`src/sv/gmtc_pkg.sv`:
```
// Shared types, constants and register map of the generator/mains transfer controller.
package gmtc_pkg;

  // Fixed widths of the sample fields and the state counters.
  localparam int unsigned VOLT_W    = 16;
  localparam int unsigned CNT_W     = 8;
  localparam int unsigned CHANNELS  = 3;
  localparam int unsigned RELAY_W   = 5;
  localparam int unsigned CODE_W    = 4;
  localparam int unsigned EVENT_W   = 3;
  localparam int unsigned APB_DW    = 32;
  localparam int unsigned APB_AW    = 5;
  localparam int unsigned REG_IDX_W = 3;

  // Default length of the sampling window in ticks.
  localparam int unsigned WINDOW_TICKS_DEF = 10;

  // Low-sample counters stop here.
  localparam logic [CNT_W-1:0] LOW_SAT = 8'hFF;

  // Relay bit positions.
  localparam int unsigned RLY_INV    = 0;
  localparam int unsigned RLY_STOP   = 1;
  localparam int unsigned RLY_CHG    = 2;
  localparam int unsigned RLY_START  = 3;
  localparam int unsigned RLY_CHANGE = 4;

  // Condition codes.
  localparam logic [CODE_W-1:0] CODE_GEN_RUNNING = 4'd0;
  localparam logic [CODE_W-1:0] CODE_GEN_STARTING = 4'd1;
  localparam logic [CODE_W-1:0] CODE_START_FAILED = 4'd2;
  localparam logic [CODE_W-1:0] CODE_GEN_OK       = 4'd3;
  localparam logic [CODE_W-1:0] CODE_GEN_LOW      = 4'd4;
  localparam logic [CODE_W-1:0] CODE_MAINS_OK     = 4'd5;
  localparam logic [CODE_W-1:0] CODE_MAINS_LOW    = 4'd6;
  localparam logic [CODE_W-1:0] CODE_GEN_OFF      = 4'd7;
  localparam logic [CODE_W-1:0] CODE_GEN_STILL_ON = 4'd8;
  localparam logic [CODE_W-1:0] CODE_NONE         = 4'd9;

  // Events, selected by battery*4 + mains*2 + generator high bits.
  typedef enum logic [EVENT_W-1:0] {
    EV_ALL_LOW    = 3'd0,
    EV_GEN_ONLY   = 3'd1,
    EV_MAINS_ONLY = 3'd2,
    EV_MAINS_GEN  = 3'd3,
    EV_BAT_ONLY   = 3'd4,
    EV_BAT_GEN    = 3'd5,
    EV_BAT_MAINS  = 3'd6,
    EV_ALL_HIGH   = 3'd7
  } gmtc_event_e;

  // Configuration register indexes.
  typedef enum logic [REG_IDX_W-1:0] {
    REG_LOW_THRESHOLD   = 3'd0,
    REG_TRANSIT_COUNT   = 3'd1,
    REG_GEN_OK_THR      = 3'd2,
    REG_MAINS_OK_THR    = 3'd3,
    REG_GEN_OFF_THR     = 3'd4,
    REG_START_PERIOD    = 3'd5,
    REG_MAX_ATTEMPTS    = 3'd6,
    REG_SETTLE_POLLS    = 3'd7
  } gmtc_reg_e;

  typedef struct packed {
    logic [VOLT_W-1:0] low_threshold;
    logic [CNT_W-1:0]  transit_count;
    logic [VOLT_W-1:0] gen_ok_threshold;
    logic [VOLT_W-1:0] mains_ok_threshold;
    logic [VOLT_W-1:0] gen_off_threshold;
    logic [CNT_W-1:0]  start_pulse_period;
    logic [CNT_W-1:0]  max_start_attempts;
    logic [CNT_W-1:0]  settle_polls;
  } gmtc_cfg_t;

  // Configuration port activity seen by the datapath.
  typedef struct packed {
    logic access;          // a write access phase is on the port now
    logic period_written;  // the start pulse period was written last cycle
  } gmtc_cfg_evt_t;

  typedef struct packed {
    logic              mode;
    logic [VOLT_W-1:0] battery_voltage;
    logic [VOLT_W-1:0] mains_voltage;
    logic [VOLT_W-1:0] generator_voltage;
    logic              auto_request;
  } gmtc_item_t;

  typedef struct packed {
    logic [CNT_W-1:0]                window_ticks;
    logic [CHANNELS-1:0][CNT_W-1:0]  low_counts;
    logic [CNT_W-1:0]                start_count;
    logic [CNT_W-1:0]                pulse_mod;     // start_count modulo pulse period
    logic                            starter_phase;
    logic [CNT_W-1:0]                settle_count;
    logic                            auto_flag;
    logic [RELAY_W-1:0]              relay_bits;
    logic [EVENT_W-1:0]              event_index;
    logic [CODE_W-1:0]               condition_code;
    logic                            start_allowed;
    logic                            stop_allowed;
  } gmtc_state_t;

  typedef struct packed {
    logic               inverter_relay;
    logic               stop_relay;
    logic               charge_enable;
    logic               starter_drive;
    logic               changeover_relay;
    logic [EVENT_W-1:0] event_index;
    logic [CODE_W-1:0]  condition_code;
    logic               start_allowed;
    logic               stop_allowed;
    logic               auto_start;
    logic               fast_blink;
  } gmtc_result_t;

endpackage

```
`src/sv/gmtc_in_if.sv`:
```
// Request channel carrying one sample tick or mode request.
interface gmtc_in_if;
  import gmtc_pkg::*;

  logic              valid;
  logic              ready;
  logic              mode;
  logic [VOLT_W-1:0] battery_voltage;
  logic [VOLT_W-1:0] mains_voltage;
  logic [VOLT_W-1:0] generator_voltage;
  logic              auto_request;

  modport source (
    output valid, mode, battery_voltage, mains_voltage, generator_voltage, auto_request,
    input  ready
  );

  modport sink (
    input  valid, mode, battery_voltage, mains_voltage, generator_voltage, auto_request,
    output ready
  );
endinterface

```
`src/sv/gmtc_out_if.sv`:
```
// Result channel carrying relay states and status after each request.
interface gmtc_out_if;
  import gmtc_pkg::*;

  logic               valid;
  logic               ready;
  logic               inverter_relay;
  logic               stop_relay;
  logic               charge_enable;
  logic               starter_drive;
  logic               changeover_relay;
  logic [EVENT_W-1:0] event_index;
  logic [CODE_W-1:0]  condition_code;
  logic               start_allowed;
  logic               stop_allowed;
  logic               auto_start;
  logic               fast_blink;

  modport source (
    output valid, inverter_relay, stop_relay, charge_enable, starter_drive,
           changeover_relay, event_index, condition_code, start_allowed,
           stop_allowed, auto_start, fast_blink,
    input  ready
  );

  modport sink (
    input  valid, inverter_relay, stop_relay, charge_enable, starter_drive,
           changeover_relay, event_index, condition_code, start_allowed,
           stop_allowed, auto_start, fast_blink,
    output ready
  );
endinterface

```
`src/sv/gmtc_cfg_regs.sv`:
```
// APB configuration register file of the transfer controller.
module gmtc_cfg_regs (
  input  logic                        clk_i,
  input  logic                        rst_ni,
  input  logic                        psel,
  input  logic                        penable,
  input  logic                        pwrite,
  input  logic [gmtc_pkg::APB_AW-1:0] paddr,
  input  logic [gmtc_pkg::APB_DW-1:0] pwdata,
  output logic [gmtc_pkg::APB_DW-1:0] prdata,
  output logic                        pready,
  output gmtc_pkg::gmtc_cfg_t         cfg_o,
  output gmtc_pkg::gmtc_cfg_evt_t     evt_o
);
  import gmtc_pkg::*;

  gmtc_cfg_t  cfg_q;
  logic       per_wr_q;
  logic       wr_en;
  gmtc_reg_e  reg_idx;

  assign pready  = 1'b1;
  assign wr_en   = psel && penable && pwrite;
  assign reg_idx = gmtc_reg_e'(paddr[APB_AW-1:2]);

  // Register writes; a period write is flagged for the modulo resync.
  always_ff @(posedge clk_i or negedge rst_ni) begin
    if (!rst_ni) begin
      cfg_q.low_threshold      <= 16'd1200;
      cfg_q.transit_count      <= 8'd5;
      cfg_q.gen_ok_threshold   <= 16'd20000;
      cfg_q.mains_ok_threshold <= 16'd20000;
      cfg_q.gen_off_threshold  <= 16'd5000;
      cfg_q.start_pulse_period <= 8'd2;
      cfg_q.max_start_attempts <= 8'd6;
      cfg_q.settle_polls       <= 8'd5;
      per_wr_q                 <= 1'b0;
    end else begin
      per_wr_q <= wr_en && (reg_idx == REG_START_PERIOD);
      if (wr_en) begin
        case (reg_idx)
          REG_LOW_THRESHOLD: cfg_q.low_threshold      <= pwdata[VOLT_W-1:0];
          REG_TRANSIT_COUNT: cfg_q.transit_count      <= pwdata[CNT_W-1:0];
          REG_GEN_OK_THR:    cfg_q.gen_ok_threshold   <= pwdata[VOLT_W-1:0];
          REG_MAINS_OK_THR:  cfg_q.mains_ok_threshold <= pwdata[VOLT_W-1:0];
          REG_GEN_OFF_THR:   cfg_q.gen_off_threshold  <= pwdata[VOLT_W-1:0];
          REG_START_PERIOD:  cfg_q.start_pulse_period <= pwdata[CNT_W-1:0];
          REG_MAX_ATTEMPTS:  cfg_q.max_start_attempts <= pwdata[CNT_W-1:0];
          REG_SETTLE_POLLS:  cfg_q.settle_polls       <= pwdata[CNT_W-1:0];
          default: ;
        endcase
      end
    end
  end

  // Read mux.
  always_comb begin
    case (reg_idx)
      REG_LOW_THRESHOLD: prdata = APB_DW'(cfg_q.low_threshold);
      REG_TRANSIT_COUNT: prdata = APB_DW'(cfg_q.transit_count);
      REG_GEN_OK_THR:    prdata = APB_DW'(cfg_q.gen_ok_threshold);
      REG_MAINS_OK_THR:  prdata = APB_DW'(cfg_q.mains_ok_threshold);
      REG_GEN_OFF_THR:   prdata = APB_DW'(cfg_q.gen_off_threshold);
      REG_START_PERIOD:  prdata = APB_DW'(cfg_q.start_pulse_period);
      REG_MAX_ATTEMPTS:  prdata = APB_DW'(cfg_q.max_start_attempts);
      REG_SETTLE_POLLS:  prdata = APB_DW'(cfg_q.settle_polls);
      default:           prdata = '0;
    endcase
  end

  assign cfg_o                = cfg_q;
  assign evt_o.access         = wr_en;
  assign evt_o.period_written = per_wr_q;

endmodule

```
`src/sv/gmtc_mod_unit.sv`:
```
// Bit-serial remainder unit that resyncs the starter pulse phase after a period write.
module gmtc_mod_unit (
  input  logic                       clk_i,
  input  logic                       rst_ni,
  input  logic                       start_i,
  input  logic [gmtc_pkg::CNT_W-1:0] dividend_i,
  input  logic [gmtc_pkg::CNT_W-1:0] divisor_i,
  output logic                       busy_o,
  output logic                       done_o,
  output logic [gmtc_pkg::CNT_W-1:0] rem_o
);
  import gmtc_pkg::*;

  localparam int unsigned STEP_W = $clog2(CNT_W + 1);

  logic [STEP_W-1:0] cnt_q;
  logic [CNT_W-1:0]  num_q;
  logic [CNT_W-1:0]  div_q;
  logic [CNT_W-1:0]  rem_q;
  logic [CNT_W:0]    trial;
  logic [CNT_W-1:0]  rem_d;

  // One restoring step: bring down the next dividend bit and subtract if it fits.
  always_comb begin
    trial = {rem_q, num_q[CNT_W-1]};
    if (trial >= {1'b0, div_q}) begin
      rem_d = CNT_W'(trial - {1'b0, div_q});
    end else begin
      rem_d = trial[CNT_W-1:0];
    end
  end

  // Step counter.
  always_ff @(posedge clk_i or negedge rst_ni) begin
    if (!rst_ni) begin
      cnt_q <= '0;
    end else if (start_i) begin
      cnt_q <= STEP_W'(CNT_W);
    end else if (cnt_q != '0) begin
      cnt_q <= cnt_q - 1'b1;
    end
  end

  // Operand and partial remainder registers.
  always_ff @(posedge clk_i) begin
    if (start_i) begin
      num_q <= dividend_i;
      div_q <= divisor_i;
      rem_q <= '0;
    end else if (cnt_q != '0) begin
      num_q <= {num_q[CNT_W-2:0], 1'b0};
      rem_q <= rem_d;
    end
  end

  assign busy_o = (cnt_q != '0);
  assign done_o = (cnt_q == STEP_W'(1));
  assign rem_o  = rem_d;

endmodule

```
`src/sv/gmtc_step.sv`:
```
// Next-state logic for one request: window counting, event selection and relay control.
module gmtc_step #(
  parameter int unsigned WINDOW_TICKS = gmtc_pkg::WINDOW_TICKS_DEF
) (
  input  gmtc_pkg::gmtc_item_t  item_i,
  input  gmtc_pkg::gmtc_cfg_t   cfg_i,
  input  gmtc_pkg::gmtc_state_t state_i,
  output gmtc_pkg::gmtc_state_t state_o
);
  import gmtc_pkg::*;

  localparam logic [CNT_W-1:0] WIN_LEN = CNT_W'(WINDOW_TICKS);

  typedef struct packed {
    logic             done;
    logic [CNT_W-1:0] count;
  } settle_t;

  // Inverter settle counter: advance and report when the target is reached.
  function automatic settle_t settle_step(input logic [CNT_W-1:0] cnt,
                                          input logic [CNT_W-1:0] polls);
    settle_t r;
    r.count = cnt + 1'b1;
    r.done  = (r.count >= polls);
    if (r.done) begin
      r.count = '0;
    end
    return r;
  endfunction

  gmtc_state_t                     s;
  logic [CHANNELS-1:0][VOLT_W-1:0] volt;
  logic [CHANNELS-1:0]             high;
  gmtc_event_e                     ev;
  settle_t                         st;
  logic [CNT_W-1:0]                per;
  logic [CNT_W-1:0]                mod_before;
  logic                            aborted;

  assign volt[0] = item_i.battery_voltage;
  assign volt[1] = item_i.mains_voltage;
  assign volt[2] = item_i.generator_voltage;

  always_comb begin
    s          = state_i;
    high       = '0;
    ev         = EV_ALL_LOW;
    st         = '0;
    per        = (cfg_i.start_pulse_period == '0) ? CNT_W'(1) : cfg_i.start_pulse_period;
    mod_before = state_i.pulse_mod;
    aborted    = 1'b0;

    if (item_i.mode) begin
      // Mode request only changes the start mode.
      s.auto_flag = item_i.auto_request;
    end else begin
      // Count low samples per channel, saturating.
      for (int i = 0; i < CHANNELS; i++) begin
        if (volt[i] < cfg_i.low_threshold && s.low_counts[i] != LOW_SAT) begin
          s.low_counts[i] = s.low_counts[i] + 1'b1;
        end
      end
      s.window_ticks = s.window_ticks + 1'b1;

      if (s.window_ticks >= WIN_LEN) begin
        s.window_ticks = '0;
        // Battery lands in the top event bit, generator in the bottom one.
        for (int i = 0; i < CHANNELS; i++) begin
          high[CHANNELS-1-i] = (s.low_counts[i] < cfg_i.transit_count);
        end
        ev = gmtc_event_e'(high);
        s.condition_code = CODE_NONE;

        case (ev)
          EV_ALL_LOW, EV_BAT_ONLY: begin
            s.relay_bits[RLY_INV]  = 1'b0;
            s.relay_bits[RLY_STOP] = 1'b0;
            s.relay_bits[RLY_CHG]  = 1'b0;
            // Generator start sequence.
            if (s.auto_flag) begin
              s.start_count = s.start_count + 1'b1;
              if (mod_before == '0) begin
                s.starter_phase         = !s.starter_phase;
                s.relay_bits[RLY_START] = s.starter_phase;
              end
              if (s.start_count == '0 || (mod_before + 1'b1) == per) begin
                s.pulse_mod = '0;
              end else begin
                s.pulse_mod = mod_before + 1'b1;
              end
              if (s.start_count > cfg_i.max_start_attempts) begin
                // Too many tries: give up and fall back to manual mode.
                s.starter_phase         = 1'b0;
                s.start_count           = '0;
                s.pulse_mod             = '0;
                s.auto_flag             = 1'b0;
                s.relay_bits[RLY_START] = 1'b0;
                s.condition_code        = CODE_START_FAILED;
                aborted                 = 1'b1;
              end
            end else begin
              s.starter_phase = 1'b0;
              s.start_count   = '0;
              s.pulse_mod     = '0;
            end
            if (!aborted) begin
              if (item_i.generator_voltage >= cfg_i.gen_ok_threshold) begin
                if (s.start_count != '0) begin
                  s.starter_phase = 1'b0;
                  s.start_count   = '0;
                  s.pulse_mod     = '0;
                end
                s.relay_bits[RLY_CHANGE] = 1'b1;
                s.relay_bits[RLY_START]  = 1'b0;
                st                       = settle_step(s.settle_count, cfg_i.settle_polls);
                s.settle_count           = st.count;
                if (st.done) begin
                  s.relay_bits[RLY_INV] = 1'b1;
                end
                s.condition_code = CODE_GEN_RUNNING;
              end else begin
                s.condition_code = CODE_GEN_STARTING;
              end
            end
          end

          EV_GEN_ONLY, EV_BAT_GEN: begin
            s.relay_bits[RLY_START] = 1'b0;
            s.relay_bits[RLY_STOP]  = 1'b0;
            if (ev == EV_BAT_GEN) begin
              s.relay_bits[RLY_CHG] = 1'b0;
            end
            s.relay_bits[RLY_CHANGE] = 1'b1;
            if (item_i.generator_voltage >= cfg_i.gen_ok_threshold) begin
              st             = settle_step(s.settle_count, cfg_i.settle_polls);
              s.settle_count = st.count;
              if (st.done) begin
                s.relay_bits[RLY_INV] = 1'b1;
              end
              s.condition_code = CODE_GEN_OK;
            end else begin
              s.condition_code = CODE_GEN_LOW;
            end
          end

          EV_MAINS_ONLY, EV_BAT_MAINS: begin
            s.relay_bits[RLY_START] = 1'b0;
            s.relay_bits[RLY_STOP]  = 1'b1;
            if (ev == EV_BAT_MAINS) begin
              s.relay_bits[RLY_CHG] = 1'b0;
            end
            s.relay_bits[RLY_CHANGE] = 1'b0;
            if (item_i.mains_voltage >= cfg_i.mains_ok_threshold) begin
              s.condition_code = CODE_MAINS_OK;
              st               = settle_step(s.settle_count, cfg_i.settle_polls);
              s.settle_count   = st.count;
              if (st.done) begin
                s.relay_bits[RLY_INV] = 1'b1;
              end
            end else begin
              s.condition_code = CODE_MAINS_LOW;
            end
          end

          default: begin
            // Mains and generator both high: stop the generator, stay on mains.
            s.relay_bits[RLY_INV]   = 1'b0;
            s.relay_bits[RLY_START] = 1'b0;
            s.relay_bits[RLY_STOP]  = 1'b1;
            if (ev == EV_ALL_HIGH) begin
              s.relay_bits[RLY_CHG] = 1'b0;
            end
            if (item_i.generator_voltage < cfg_i.gen_off_threshold) begin
              s.relay_bits[RLY_CHANGE] = 1'b0;
              s.condition_code         = CODE_GEN_OFF;
              if (ev == EV_MAINS_GEN) begin
                st             = settle_step(s.settle_count, cfg_i.settle_polls);
                s.settle_count = st.count;
                if (st.done) begin
                  s.relay_bits[RLY_INV] = 1'b1;
                end
              end
            end else begin
              s.condition_code = CODE_GEN_STILL_ON;
            end
            // The mains check may advance the settle counter a second time.
            if (item_i.mains_voltage >= cfg_i.mains_ok_threshold) begin
              s.condition_code = CODE_MAINS_OK;
              st               = settle_step(s.settle_count, cfg_i.settle_polls);
              s.settle_count   = st.count;
              if (st.done) begin
                s.relay_bits[RLY_INV] = 1'b1;
              end
            end else begin
              s.condition_code = CODE_MAINS_LOW;
            end
          end
        endcase

        // Record the event and its remote permission flags.
        s.event_index   = ev;
        s.start_allowed = (ev == EV_ALL_LOW) || (ev == EV_BAT_ONLY);
        s.stop_allowed  = (ev == EV_MAINS_GEN) || (ev == EV_ALL_HIGH);
        s.low_counts    = '0;
      end
    end

    state_o = s;
  end

endmodule

```
`src/sv/generator_mains_transfer_controller_core.sv`:
```
// Top level of the generator/mains transfer controller.
//
//   Port        Dir   Flow control       Carries
//   in_i        in    valid / ready      one tick of three voltages, or a mode request
//   out_o       out   valid / ready      relay states, event, code and flags after it
//   APB         in    psel/penable/...   eight configuration registers
//
// Each request passes through the input register and then the result register,
// and a new request is taken every cycle while results are drained and no
// configuration write or pulse phase resync holds in_i.ready low.
// A write to the start pulse period starts a bit-serial remainder unit; in_i.ready
// stays low during its access phase, while the write is flagged and while the unit
// is busy; any other write holds it low during its access phase.
// A stalled result keeps its register; the input register then waits behind it.
// Reset (rst_ni low) brings up automatic start mode with all relays off.
module generator_mains_transfer_controller_core #(
  parameter int unsigned WINDOW_TICKS = gmtc_pkg::WINDOW_TICKS_DEF
) (
  input  logic                        clk_i,
  input  logic                        rst_ni,
  gmtc_in_if.sink                     in_i,
  gmtc_out_if.source                  out_o,
  input  logic                        psel,
  input  logic                        penable,
  input  logic                        pwrite,
  input  logic [gmtc_pkg::APB_AW-1:0] paddr,
  input  logic [gmtc_pkg::APB_DW-1:0] pwdata,
  output logic [gmtc_pkg::APB_DW-1:0] prdata,
  output logic                        pready
);
  import gmtc_pkg::*;

  gmtc_cfg_t     cfg;
  gmtc_cfg_evt_t cfg_evt;

  logic          s1_valid_q;
  gmtc_item_t    s1_item_q;
  gmtc_item_t    in_item;
  gmtc_state_t   state_q;
  gmtc_state_t   state_d;
  gmtc_state_t   state_rst;
  gmtc_state_t   step_state;
  logic          out_valid_q;
  gmtc_result_t  res_q;
  gmtc_result_t  res_d;
  logic          advance;
  logic          in_accept;

  logic             mod_busy;
  logic             mod_done;
  logic [CNT_W-1:0] mod_rem;
  logic [CNT_W-1:0] per_eff;

  // Configuration registers.
  gmtc_cfg_regs u_cfg (
    .clk_i   (clk_i),
    .rst_ni  (rst_ni),
    .psel    (psel),
    .penable (penable),
    .pwrite  (pwrite),
    .paddr   (paddr),
    .pwdata  (pwdata),
    .prdata  (prdata),
    .pready  (pready),
    .cfg_o   (cfg),
    .evt_o   (cfg_evt)
  );

  // Pulse phase resync after the period changes.
  assign per_eff = (cfg.start_pulse_period == '0) ? CNT_W'(1) : cfg.start_pulse_period;

  gmtc_mod_unit u_mod (
    .clk_i      (clk_i),
    .rst_ni     (rst_ni),
    .start_i    (cfg_evt.period_written),
    .dividend_i (state_q.start_count),
    .divisor_i  (per_eff),
    .busy_o     (mod_busy),
    .done_o     (mod_done),
    .rem_o      (mod_rem)
  );

  // Handshake: the input register moves on whenever the result register is free.
  assign advance   = s1_valid_q && (!out_valid_q || out_o.ready);
  assign in_i.ready = !cfg_evt.access && !cfg_evt.period_written && !mod_busy &&
                      (!s1_valid_q || advance);
  assign in_accept = in_i.valid && in_i.ready;

  assign in_item.mode              = in_i.mode;
  assign in_item.battery_voltage   = in_i.battery_voltage;
  assign in_item.mains_voltage     = in_i.mains_voltage;
  assign in_item.generator_voltage = in_i.generator_voltage;
  assign in_item.auto_request      = in_i.auto_request;

  // Input register.
  always_ff @(posedge clk_i or negedge rst_ni) begin
    if (!rst_ni) begin
      s1_valid_q <= 1'b0;
    end else if (in_accept) begin
      s1_valid_q <= 1'b1;
    end else if (advance) begin
      s1_valid_q <= 1'b0;
    end
  end

  always_ff @(posedge clk_i) begin
    if (in_accept) begin
      s1_item_q <= in_item;
    end
  end

  // Per-request next state.
  gmtc_step #(
    .WINDOW_TICKS (WINDOW_TICKS)
  ) u_step (
    .item_i  (s1_item_q),
    .cfg_i   (cfg),
    .state_i (state_q),
    .state_o (step_state)
  );

  // State update from a request, or from the resync unit when it finishes.
  always_comb begin
    state_d = state_q;
    if (advance) begin
      state_d = step_state;
    end else if (mod_done) begin
      state_d.pulse_mod = mod_rem;
    end
  end

  // Reset state: automatic mode, no condition code, everything else cleared.
  always_comb begin
    state_rst                = '0;
    state_rst.auto_flag      = 1'b1;
    state_rst.condition_code = CODE_NONE;
  end

  always_ff @(posedge clk_i or negedge rst_ni) begin
    if (!rst_ni) begin
      state_q <= state_rst;
    end else begin
      state_q <= state_d;
    end
  end

  // Result fields from the state after the request.
  always_comb begin
    res_d.inverter_relay   = step_state.relay_bits[RLY_INV];
    res_d.stop_relay       = step_state.relay_bits[RLY_STOP];
    res_d.charge_enable    = step_state.relay_bits[RLY_CHG];
    res_d.starter_drive    = step_state.relay_bits[RLY_START];
    res_d.changeover_relay = step_state.relay_bits[RLY_CHANGE];
    res_d.event_index      = step_state.event_index;
    res_d.condition_code   = step_state.condition_code;
    res_d.start_allowed    = step_state.start_allowed;
    res_d.stop_allowed     = step_state.stop_allowed;
    res_d.auto_start       = step_state.auto_flag;
    res_d.fast_blink       = (step_state.condition_code == CODE_GEN_STARTING) ||
                             (step_state.condition_code == CODE_START_FAILED) ||
                             (step_state.condition_code == CODE_GEN_LOW)      ||
                             (step_state.condition_code == CODE_MAINS_LOW)    ||
                             (step_state.condition_code == CODE_GEN_STILL_ON);
  end

  // Result register.
  always_ff @(posedge clk_i or negedge rst_ni) begin
    if (!rst_ni) begin
      out_valid_q <= 1'b0;
    end else if (advance) begin
      out_valid_q <= 1'b1;
    end else if (out_o.ready) begin
      out_valid_q <= 1'b0;
    end
  end

  always_ff @(posedge clk_i) begin
    if (advance) begin
      res_q <= res_d;
    end
  end

  assign out_o.valid            = out_valid_q;
  assign out_o.inverter_relay   = res_q.inverter_relay;
  assign out_o.stop_relay       = res_q.stop_relay;
  assign out_o.charge_enable    = res_q.charge_enable;
  assign out_o.starter_drive    = res_q.starter_drive;
  assign out_o.changeover_relay = res_q.changeover_relay;
  assign out_o.event_index      = res_q.event_index;
  assign out_o.condition_code   = res_q.condition_code;
  assign out_o.start_allowed    = res_q.start_allowed;
  assign out_o.stop_allowed     = res_q.stop_allowed;
  assign out_o.auto_start       = res_q.auto_start;
  assign out_o.fast_blink       = res_q.fast_blink;

  // The pulse phase tracks the start counter: a cleared counter has phase zero.
  assert property (@(posedge clk_i) disable iff (!rst_ni)
    (state_q.start_count == '0) |-> (state_q.pulse_mod == '0))
    else $error("pulse phase out of step with start counter");

  // The window counter never reaches the window length.
  assert property (@(posedge clk_i) disable iff (!rst_ni)
    state_q.window_ticks < CNT_W'(WINDOW_TICKS))
    else $error("window tick counter overran the window");

  // No request is taken while the pulse phase is being recomputed.
  assert property (@(posedge clk_i) disable iff (!rst_ni)
    mod_busy |-> !in_i.ready)
    else $error("request accepted during pulse phase resync");

  // A request leaving the input register always shows up as a result.
  assert property (@(posedge clk_i) disable iff (!rst_ni)
    advance |=> out_valid_q)
    else $error("result lost after input register advanced");

endmodule

```
`src/flat_wrapper.sv`:
```
// flat-port wrapper written by rule: the top's interface ports become plain ports
module generator_mains_transfer_controller_core_flat import gmtc_pkg::*;
#(
  parameter int unsigned WINDOW_TICKS = gmtc_pkg::WINDOW_TICKS_DEF
)
  (clk_i, rst_ni, psel, penable, pwrite, paddr, pwdata, prdata, pready, in_i_valid, in_i_mode, in_i_battery_voltage, in_i_mains_voltage, in_i_generator_voltage, in_i_auto_request, in_i_ready, out_o_valid, out_o_inverter_relay, out_o_stop_relay, out_o_charge_enable, out_o_starter_drive, out_o_changeover_relay, out_o_event_index, out_o_condition_code, out_o_start_allowed, out_o_stop_allowed, out_o_auto_start, out_o_fast_blink, out_o_ready);
  gmtc_in_if in_i_i ();
  gmtc_out_if out_o_i ();
  input  logic clk_i;
  input  logic rst_ni;
  input  logic psel;
  input  logic penable;
  input  logic pwrite;
  input  logic [gmtc_pkg::APB_AW-1:0] paddr;
  input  logic [gmtc_pkg::APB_DW-1:0] pwdata;
  output logic [gmtc_pkg::APB_DW-1:0] prdata;
  output logic pready;
  input wire logic [$bits(in_i_i.valid)-1:0] in_i_valid;
  input wire logic [$bits(in_i_i.mode)-1:0] in_i_mode;
  input wire logic [$bits(in_i_i.battery_voltage)-1:0] in_i_battery_voltage;
  input wire logic [$bits(in_i_i.mains_voltage)-1:0] in_i_mains_voltage;
  input wire logic [$bits(in_i_i.generator_voltage)-1:0] in_i_generator_voltage;
  input wire logic [$bits(in_i_i.auto_request)-1:0] in_i_auto_request;
  output wire logic [$bits(in_i_i.ready)-1:0] in_i_ready;
  output wire logic [$bits(out_o_i.valid)-1:0] out_o_valid;
  output wire logic [$bits(out_o_i.inverter_relay)-1:0] out_o_inverter_relay;
  output wire logic [$bits(out_o_i.stop_relay)-1:0] out_o_stop_relay;
  output wire logic [$bits(out_o_i.charge_enable)-1:0] out_o_charge_enable;
  output wire logic [$bits(out_o_i.starter_drive)-1:0] out_o_starter_drive;
  output wire logic [$bits(out_o_i.changeover_relay)-1:0] out_o_changeover_relay;
  output wire logic [$bits(out_o_i.event_index)-1:0] out_o_event_index;
  output wire logic [$bits(out_o_i.condition_code)-1:0] out_o_condition_code;
  output wire logic [$bits(out_o_i.start_allowed)-1:0] out_o_start_allowed;
  output wire logic [$bits(out_o_i.stop_allowed)-1:0] out_o_stop_allowed;
  output wire logic [$bits(out_o_i.auto_start)-1:0] out_o_auto_start;
  output wire logic [$bits(out_o_i.fast_blink)-1:0] out_o_fast_blink;
  input wire logic [$bits(out_o_i.ready)-1:0] out_o_ready;
  assign in_i_i.valid = in_i_valid;
  assign in_i_i.mode = in_i_mode;
  assign in_i_i.battery_voltage = in_i_battery_voltage;
  assign in_i_i.mains_voltage = in_i_mains_voltage;
  assign in_i_i.generator_voltage = in_i_generator_voltage;
  assign in_i_i.auto_request = in_i_auto_request;
  assign in_i_ready = in_i_i.ready;
  assign out_o_valid = out_o_i.valid;
  assign out_o_inverter_relay = out_o_i.inverter_relay;
  assign out_o_stop_relay = out_o_i.stop_relay;
  assign out_o_charge_enable = out_o_i.charge_enable;
  assign out_o_starter_drive = out_o_i.starter_drive;
  assign out_o_changeover_relay = out_o_i.changeover_relay;
  assign out_o_event_index = out_o_i.event_index;
  assign out_o_condition_code = out_o_i.condition_code;
  assign out_o_start_allowed = out_o_i.start_allowed;
  assign out_o_stop_allowed = out_o_i.stop_allowed;
  assign out_o_auto_start = out_o_i.auto_start;
  assign out_o_fast_blink = out_o_i.fast_blink;
  assign out_o_i.ready = out_o_ready;
  generator_mains_transfer_controller_core #(.WINDOW_TICKS(WINDOW_TICKS)) u_core (.clk_i(clk_i), .rst_ni(rst_ni), .in_i(in_i_i), .out_o(out_o_i), .psel(psel), .penable(penable), .pwrite(pwrite), .paddr(paddr), .pwdata(pwdata), .prdata(prdata), .pready(pready));
endmodule
```
`config.mk`:
```
export PLATFORM = sky130hd
export DESIGN_NAME = generator_mains_transfer_controller_core_flat
export DESIGN_NICKNAME = d
export VERILOG_FILES = /design/src/sv/gmtc_pkg.sv /design/src/sv/gmtc_in_if.sv /design/src/sv/gmtc_out_if.sv /design/src/sv/gmtc_cfg_regs.sv /design/src/sv/gmtc_mod_unit.sv /design/src/sv/gmtc_step.sv /design/src/sv/generator_mains_transfer_controller_core.sv /design/src/flat_wrapper.sv
export SDC_FILE = /design/constraint.sdc
export NUM_CORES = 1
export LEC_CHECK = 0
export ABC_AREA = 1
export BUFFER_PORTS_ARGS = -buffer_cell sky130_fd_sc_hd__buf_2
export CAP_MARGIN = 20
export CORE_UTILIZATION = 45
export CTS_CLUSTER_DIAMETER = 30
export CTS_CLUSTER_SIZE = 8
export DETAILED_ROUTE_END_ITERATION = 8
export PLACE_DENSITY = 0.61
export SETUP_SLACK_MARGIN = 0.05
export SLEW_MARGIN = 25
export SYNTH_ARGS = -nofsm -noshare
export SYNTH_HDL_FRONTEND = slang
export SYNTH_SLANG_ARGS = --single-unit
```
`constraint.sdc`:
```
create_clock -name clk_i -period 16.7 [get_ports clk_i]
set_clock_uncertainty 0.15 [all_clocks]
set_input_delay 3.34 -clock clk_i [delete_from_list [all_inputs] [get_ports clk_i]]
set_output_delay 3.34 -clock clk_i [all_outputs]
set_load 0.02 [all_outputs]
```
==> flow_summary.ini <==
[detailed_routing]
detail_route.first_pass.iterations = 5
ant_nets = 0
totalWireLength_mm = 40.05
vias = 13060
wl_per_cell_microns = 15.82
drt_iter0_drc = 780
post-route-drc-count = 0
via_per_inst = 5.162

[critical_path]
arrival_ns = 5.05
path_class = in2out
critPathCaptureType = output pin
required_ns = 13.21
worstPathMaxFanout = 17
cp_common_cell = buf_2
slowest_delay_ns = 0.49
critPathTopFamily = compound AO/OA/AOI/OAI gates
r2r_cells = 37
crit_buf_inv = 2
cp.depth = 7
crit_slowest_cell = nand2_1
worstSetupStartpointType = input port
path_cells = buf_2 -> nor2_1 -> nand2_1 -> o22ai_1 -> a211oi_1 -> o211ai_1 -> buf_2

[yosys]
synth_top_family_by_area = simple AND/OR/NAND/NOR gates
synthTopCellsByArea = dfrtp_1 (23%), edfxtp_1 (15%), ha_1 (13%)
syn_inst = 1881
ys_warn_count = 0
syn_area_sq_mm = 0.01597
synth_edf_count = 82
synth-async-reset-ratio = 0.6604
synth_area_per_cell_sq_um = 8.490
yosys_most_used_dff = dfrtp_1
synthSimpleGateAreaFrac = 0.1632
synth_area_leader_cell = dfrtp_1
synth_compound_area_frac = 0.1467
synth_top_area_share = 0.2288
yosys.area_share.xor_xnor = 0.02523
ys_ff_latch = 265
ys_seq_area_frac = 0.4407
synthAdderAreaFrac = 0.1290
muxShareOfSynthArea = 0
ys_types = 57

[global_routing]
grt_pass1_vias = 12720
track_usage = 0.2299
grt_max_degree = 62
gr-total-overflow = 0
grt_pass1_wl_mm = 65.01
antenna_found_initial = 0

[finish]
nFillCells = 3186
mostFrequentLayoutCells = nand2_1 (377), inv_1 (306), o21ai_0 (184)
area_growth_pct = 20.14
drive_gt1_frac = 0.1398
layout_commonest_cell = nand2_1
finalNetCount = 2281

[cts]
cts_tree = done
cts_buffer_depth = 3
worstSkewPairLatency_ns = 0.56
cts_setup_buffers = 0
clock_sinks = 265
cts_resized = 0
ctsHoldBuffers = 0
cts_buffers = 68
path_clk_slew_ns = 0.04
htreeDepth = 3
root_buffer = clkbuf_16

[power_and_ir_drop]
leakagePower_nw = 9.199
ir_drop_v = 0.0001096
power.density_mw_per_mm2 = 182.6

[sta]
worstMarginPinSlew_ns = 0.9056
rsz0062_at_grt = no
finalMaxSlewViolations = 0
hold_viol = 0
min_period_ns = 8.539
fmax_ghz = 0.1171
whs_ns = 0.3037
relSlewSlack = 0.3948
finalSetupTns_ns = 0
setup_viol = 0
finalCritPeriodShare = 0.5113

[floorplanning]
ios = 145
die_w_microns = 190.4
coreArea_sq_mm = 0.03471
dieHeight_microns = 190.4
core.rowCount = 68
start_util = 0.4600
dieArea_sq_mm = 0.03624

[status]
status = completed

[placed_design]
io_buffers = 109
globalplace.congestion = 0.8875
detailed_place_hpwl_mm = 30.22

[job]
maxCapViolCount = 0

[hold_path]
min_path_cells = 2
hold_class = reg2reg
==> cell usage after synthesis (7+ instances only) <==
cell type	count
dfstp_2	29
inv_2	8
dfrtp_1	146
o21ai_1	15
buf_4	17
nor2_1	90
inv_1	307
a21oi_1	88
xor2_1	41
and2_1	8
o2111ai_1	7
nor3_1	23
o21a_1	7
dfxtp_1	8
clkbuf_1	39
o22ai_1	55
nand3_1	68
nand4_1	13
nand2_1	377
edfxtp_1	82
ha_1	163
o21ai_0	184
o211ai_1	26
==> layout make-up <==
| class | instances | area, sq um | share of cell area |
|---|---|---|---|
| well taps | 455 | 569.3 | 0.02967 |
| clock inverters | 32 | 394.1 | 0.02054 |
| multi-input cells | 1251 | 7483 | 0.3901 |
| clock buffers | 90 | 1876 | 0.09776 |
| diodes | 1 | 2.502 | 0.0001304 |
| inverters | 319 | 1202 | 0.06268 |
| flip-flops and latches | 265 | 7038 | 0.3669 |
| repair buffers | 118 | 619.3 | 0.03228 |
==> power by group <==
group | internal (mW) | switching (mW) | leakage, nW
combinational | 0.435 | 0.799 | 5.16
sequential | 0.870 | 0.110 | 2.95
clock | 0.905 | 0.385 | 1.09
==> through the flow <==
step                        util  setup slack (ns)  cell area [sq um]  cells  power (mW)
after floorplan                -             8.635              16030   1896       1.895
after global placement    0.4872             8.252              16910   2408       2.166
after detailed placement  0.4872             8.246              16910   2408       2.211
after CTS                 0.5526             8.243              19180   2530       3.527
after global routing      0.5526             8.113              19180   2530       3.771
final                     0.5527             8.161              19180   2531       3.502
==> logic make-up (layout without fill, tap and decap cells) <==
kind of cell,after synthesis,count (layout)
buffers and inverters,380,559
and+or+nand+nor,612,612
xor gates and xnor gates,46,46
DFF,265,265
AOI/OAI and AO/OA,412,412
adders and majority gates,164,164
other,2,18
==> final timing paths <==
path / start / to / slack, ns
max: paddr[2] / prdata[0] / 8.16
min: u_core.state_q[5] / u_core.state_q[5] / 0.30
max reg2reg: u_core.u_cfg.cfg_o[87] / u_core.out_o.inverter_relay / 9.10
min reg2reg: u_core.state_q[5] / u_core.state_q[5] / 0.30
max in group asynchronous: rst_ni / u_core.state_q[52] / 11.84
min in group asynchronous: rst_ni / u_core.u_mod.cnt_q[1] / 2.61
==> flip-flops by register name (all words and copies together) (netlist names) <==
name,count
u_core.u_mod.num_q,8
u_core.s1_valid_q,1
u_core.u_mod.div_q,8
u_core.out_o.fast_blink,1
u_core.out_o.valid,1
u_core.out_o.charge_enable,1
u_core.out_o.condition_code,4
u_core.s1_item_q,50
u_core.u_mod.cnt_q,4
u_core.out_o.event_index,3
u_core.out_o.auto_start,1
u_core.out_o.starter_drive,1
u_core.out_o.inverter_relay,1
u_core.out_o.stop_allowed,1
u_core.u_cfg.per_wr_q,1
u_core.out_o.start_allowed,1
u_core.out_o.stop_relay,1
u_core.out_o.changeover_relay,1
u_core.u_mod.rem_q,8
u_core.u_cfg.cfg_o,96
u_core.state_q,72
==> worst reg2reg max path, delay by kind of cell, from the launching register on <==
kind,cells,cell delay [ns]
compound gates,15,2.51
simple gates,12,2.09
fa+ha+maj,5,1.39
flops,1,0.53
buf+inv,4,0.44
xor+xnor,1,0.19
==> layer usage <==
layer  wire [microns]  global-route usage
met4             1265             0.09323
met5                0                   0
met3             1806             0.03957
met1            18970              0.3113
met2            18010              0.3642
Power figures use the tool's default switching activity.
